[config.mk]
export PLATFORM = sky130hd
export DESIGN_NAME = kuz_regs
export DESIGN_NICKNAME = d
export VERILOG_FILES = /design/src/sv/kuz_regs.sv
export SDC_FILE = /design/constraint.sdc
export NUM_CORES = 1
export LEC_CHECK = 0
export ABC_AREA = 1
export BUFFER_PORTS_ARGS = -buffer_cell sky130_fd_sc_hd__buf_4
export CORE_MARGIN = 1
export CORE_UTILIZATION = 45
export DETAILED_ROUTE_END_ITERATION = 16
export PLACE_DENSITY = 0.73
export RECOVER_POWER = 50
export REMOVE_ABC_BUFFERS = 1
export SLEW_MARGIN = 20
export SYNTH_ARGS = -nofsm -noshare
export SYNTH_HDL_FRONTEND = slang
export SYNTH_SLANG_ARGS = --single-unit
[constraint.sdc]
create_clock -name clk_i -period 2.2 [get_ports clk_i]
set_input_delay 0 -clock clk_i [delete_from_list [all_inputs] [get_ports clk_i]]
set_output_delay 0 -clock clk_i [all_outputs]
set_load 0.05 [all_outputs]
[src/sv/kuz_regs.sv]
module kuz_regs (
  input  logic          clk_i,
  input  logic          rst_ni,
  input  logic          psel,
  input  logic          penable,
  input  logic          pwrite,
  input  logic [4:0]    paddr,
  input  logic [63:0]   pwdata,
  output logic [63:0]   prdata,
  output logic          pready,
  input  logic          key_start_i,
  output logic [255:0]  key_o,
  output logic          stale_o
);

  logic [63:0] key_q [4];
  logic        stale_q;
  logic        wr;

  assign pready = 1'b1;
  assign wr     = psel & penable & pwrite;

  always_ff @(posedge clk_i or negedge rst_ni) begin
    if (!rst_ni) begin
      for (int i = 0; i < 4; i++) key_q[i] <= '0;
      stale_q <= 1'b1;
    end else begin
      if (wr) key_q[paddr[4:3]] <= pwdata;
      // a write wins over a schedule start in the same cycle
      if (wr) stale_q <= 1'b1;
      else if (key_start_i) stale_q <= 1'b0;
    end
  end

  assign prdata  = key_q[paddr[4:3]];
  assign key_o   = {key_q[0], key_q[1], key_q[2], key_q[3]};
  assign stale_o = stale_q;

endmodule

==> flow_metrics.tcl <==
set metrics [dict create \
    status "finished with violations" \
    violations "capacitance limit, slew limit" \
    synth_cell_type_count 16 \
    tns_ns 0 \
    postPlaceCellArea_um2 14900 \
    max_stage_delay_ns 0.63 \
    die_h_um 163 \
    ys_seq_area_frac 0.550 \
    synth_compound_area_frac 0.000428 \
    drtIter0Drc 750 \
    cts_buffer_depth 3 \
    via_per_inst 5.06 \
    drv_cap 1 \
    seq_area_um2 6430 \
    endpoint_kind "output port" \
    p_leak_nw 9.38 \
    hp-class "primary input to asynchronous set/reset pin" \
    cts.sinks 257 \
    multiInputGateArea_um2 4770 \
    synthAdderAreaFrac 0 \
    dp_hpwl_um 26400 \
    fp.dieW_um 163 \
    ys_top_cells_by_area "dfrtp_1 (55%), nand2_1 (37%), nand3_1 (2.7%), buf_2 (2.5%), buf_4 (1.1%)" \
    port_buffers 392 \
    grt-ovfl-total 0 \
    antenna_cells 0 \
    peakVddDrop_v 0.000633 \
    htreeDepth 1 \
    synth_enable_flop_cells 0 \
    synth_common_cells "nand2_1 (1159), dfrtp_1 (256), nand3_1 (63)" \
    max_freq_mhz 566 \
    ios 397 \
    antenna_found_initial 0 \
    synth_flop_cell "dfrtp_1" \
    routedWlPerCell_um 17.6 \
    rsz0062_at_grt "false" \
    worstPathArrival_ns 1.77 \
    cts_tree "built" \
    nNetsFinal 2094 \
    cts_setup_buffers 0 \
    grt_pass1_vias 11800 \
    synth_xor_area_frac 0 \
    start_kind "primary input" \
    synth_area_per_cell_um2 7.38 \
    p_per_area_nw_per_um2 1180 \
    vias 12000 \
    path_cells "clkbuf_1 -> nand2_2 -> inv_1 -> buf_12 -> nand2_1 -> nand3_1 -> buf_4" \
    grt.total_usage 0.313 \
    start_util 0.461 \
    finalSetupViolCount 0 \
    yosysMostFrequentCell "nand2_1" \
    fillers 2189 \
    core-area_um2 25300 \
    tightest_slew_ns 1.78 \
    first_pass_iters 5 \
    synthArstFlopShare 1.00 \
    cts_made_buffers 27 \
    area_growth_pct 40.2 \
    max-slew-margin-rel -0.185 \
    required_ns 2.20 \
    worstSetupPathType "primary input to output port" \
    wirelength_um 41700 \
    worstReg2RegStart "stale_o" \
    synthSimpleGateAreaFrac 0.408 \
    cpMaxStageDelayCell "inv_1" \
    grt_pass1_wl_um 64600 \
    synthesis.area_um2 11700 \
    yosysWarnings 0 \
    dp.cells 2253 \
    synth_top_area_frac 0.548 \
    worstSkewPairLatency_ns 0.53 \
    critical_path.startpoint "paddr[4]" \
    placementRows 58 \
    root_buffer "clkbuf_16" \
    antenna_left 0 \
    cp_max_fo 31 \
    place.gp.congestion 0.863 \
    synth_top_family_by_area "simple AND/OR/NAND/NOR gates" \
    drc_errors 0 \
    layout-drive-gt1-share 0.234 \
    finalInstanceArea_um2 16400 \
    hold_viol 0 \
    netlist_instances 1583 \
    ys_ff_latch 257 \
    clock_skew_ns 0 \
    min_period_ns 1.77 \
    drv_slew 65 \
    yosysTopAreaCell "dfrtp_1" \
    finalCritPeriodShare 0.803 \
    synth.area.mux_share 0 \
    layout.cells.non_filler 2366 \
    path_clk_slew_ns 0.06 \
    grt_start_max_net_pins 66 \
    dieArea_um2 26600 \
]
## worst paths after layout
check	to	cells past startpoint	slack (ns)
hold reg to reg	key_o[108]	2	0.50
setup / recovery	prdata[58]	7	0.43
hold / removal	key_o[97]	2	0.02
min in group clk_i	key_o[233]	6	0.22
setup reg to reg	stale_o	3	0.84
max in group asynchronous	key_o[216]	3	0.75
## registers in the layout, summed over array words and instances (netlist names)
| register | cells |
|---|---|
| stale_o | 1 |
| key_o | 256 |
## area by class of cell
class                           instances  area share
Timing Repair Buffer                  490       0.236
Clock inverter                          7     0.00535
Clock buffer                           39      0.0477
Tap cell                              330      0.0252
Sequential cell                       257       0.393
Inverter                                7     0.00160
Multi-Input combinational cell       1236       0.291
## layer usage
layer  share of wire  vias to the layer above  wire length (um)  global-route usage
li1                -                     5653                 -                   -
met5               0                        -                 0                   0
met2            0.51                      534             21300               0.551
met4           0.034                        0              1410               0.123
met1            0.37                     5688             15600               0.371
met3           0.082                       93              3410              0.0670
## worst max-delay path: cells and delay by family
kind                   cells  cell delay [ns]
buffers and inverters      4             1.42
and+or+nand+nor            3             0.33
## where the power goes
group          internal, mW  switching (mW)
Clock                  2.67            1.82
Combinational          2.28            6.05
Sequential             5.70           0.895
Total                  10.6            8.76
## per-stage QoR
| stage | setup WS [ns] | utilization | power (mW) | hold slack [ns] |
|---|---|---|---|---|
| after CTS | 0.718 | 0.649 | 19.5 | 0.0304 |
| after floorplan | 0.0527 | - | 11.9 | -0.296 |
| final | 0.432 | 0.647 | 19.4 | 0.0196 |
| after detailed placement | 0.702 | 0.588 | 14.9 | -0.00370 |
| after global routing | 0.331 | 0.647 | 20.2 | 0.0565 |
| after global placement | 0.754 | 0.588 | 14.8 | -0.00515 |
## cells by family (layout without fill, tap and decap cells)
family | after synthesis | after routing
compound gates | 1 | 1
buf+inv | 90 | 543
flops | 257 | 257
other cells | 1 | 1
simple gates | 1234 | 1234
## repair_timing
action	4_1_cts	5_1_grt
endpoints found under the setup margin	0	0
hold endpoints to repair	513	0
hold buffers	67	0
gates resized for setup	0	0
## placed cells by master (no fill, tap or decap)
| master | netlist | layout |
|---|---|---|
| buf_12 | 0 | 3 |
| buf_4 | 17 | 412 |
| buf_8 | 0 | 1 |
| bufinv_16 | 0 | 2 |
| clkbuf_1 | 5 | 8 |
| clkbuf_16 | 0 | 27 |
| clkbuf_2 | 0 | 5 |
| clkbuf_8 | 0 | 6 |
| clkinv_2 | 0 | 4 |
| clkinvlp_4 | 0 | 1 |
| conb_1 | 1 | 1 |
| dfrtp_1 | 256 | 256 |
| dfstp_2 | 1 | 1 |
| dlygate4sd3_1 | 0 | 67 |
| inv_1 | 2 | 3 |
| inv_2 | 5 | 4 |
| nand2_1 | 1159 | 1160 |
| nand2_2 | 5 | 4 |
| nand3_1 | 63 | 63 |
| nand3_2 | 1 | 1 |
| nor2_1 | 0 | 1 |
| nor2_2 | 1 | 1 |
| nor2_4 | 5 | 4 |
| o21ai_0 | 1 | 1 |
No activity file was read; power rests on OpenSTA's default activity.
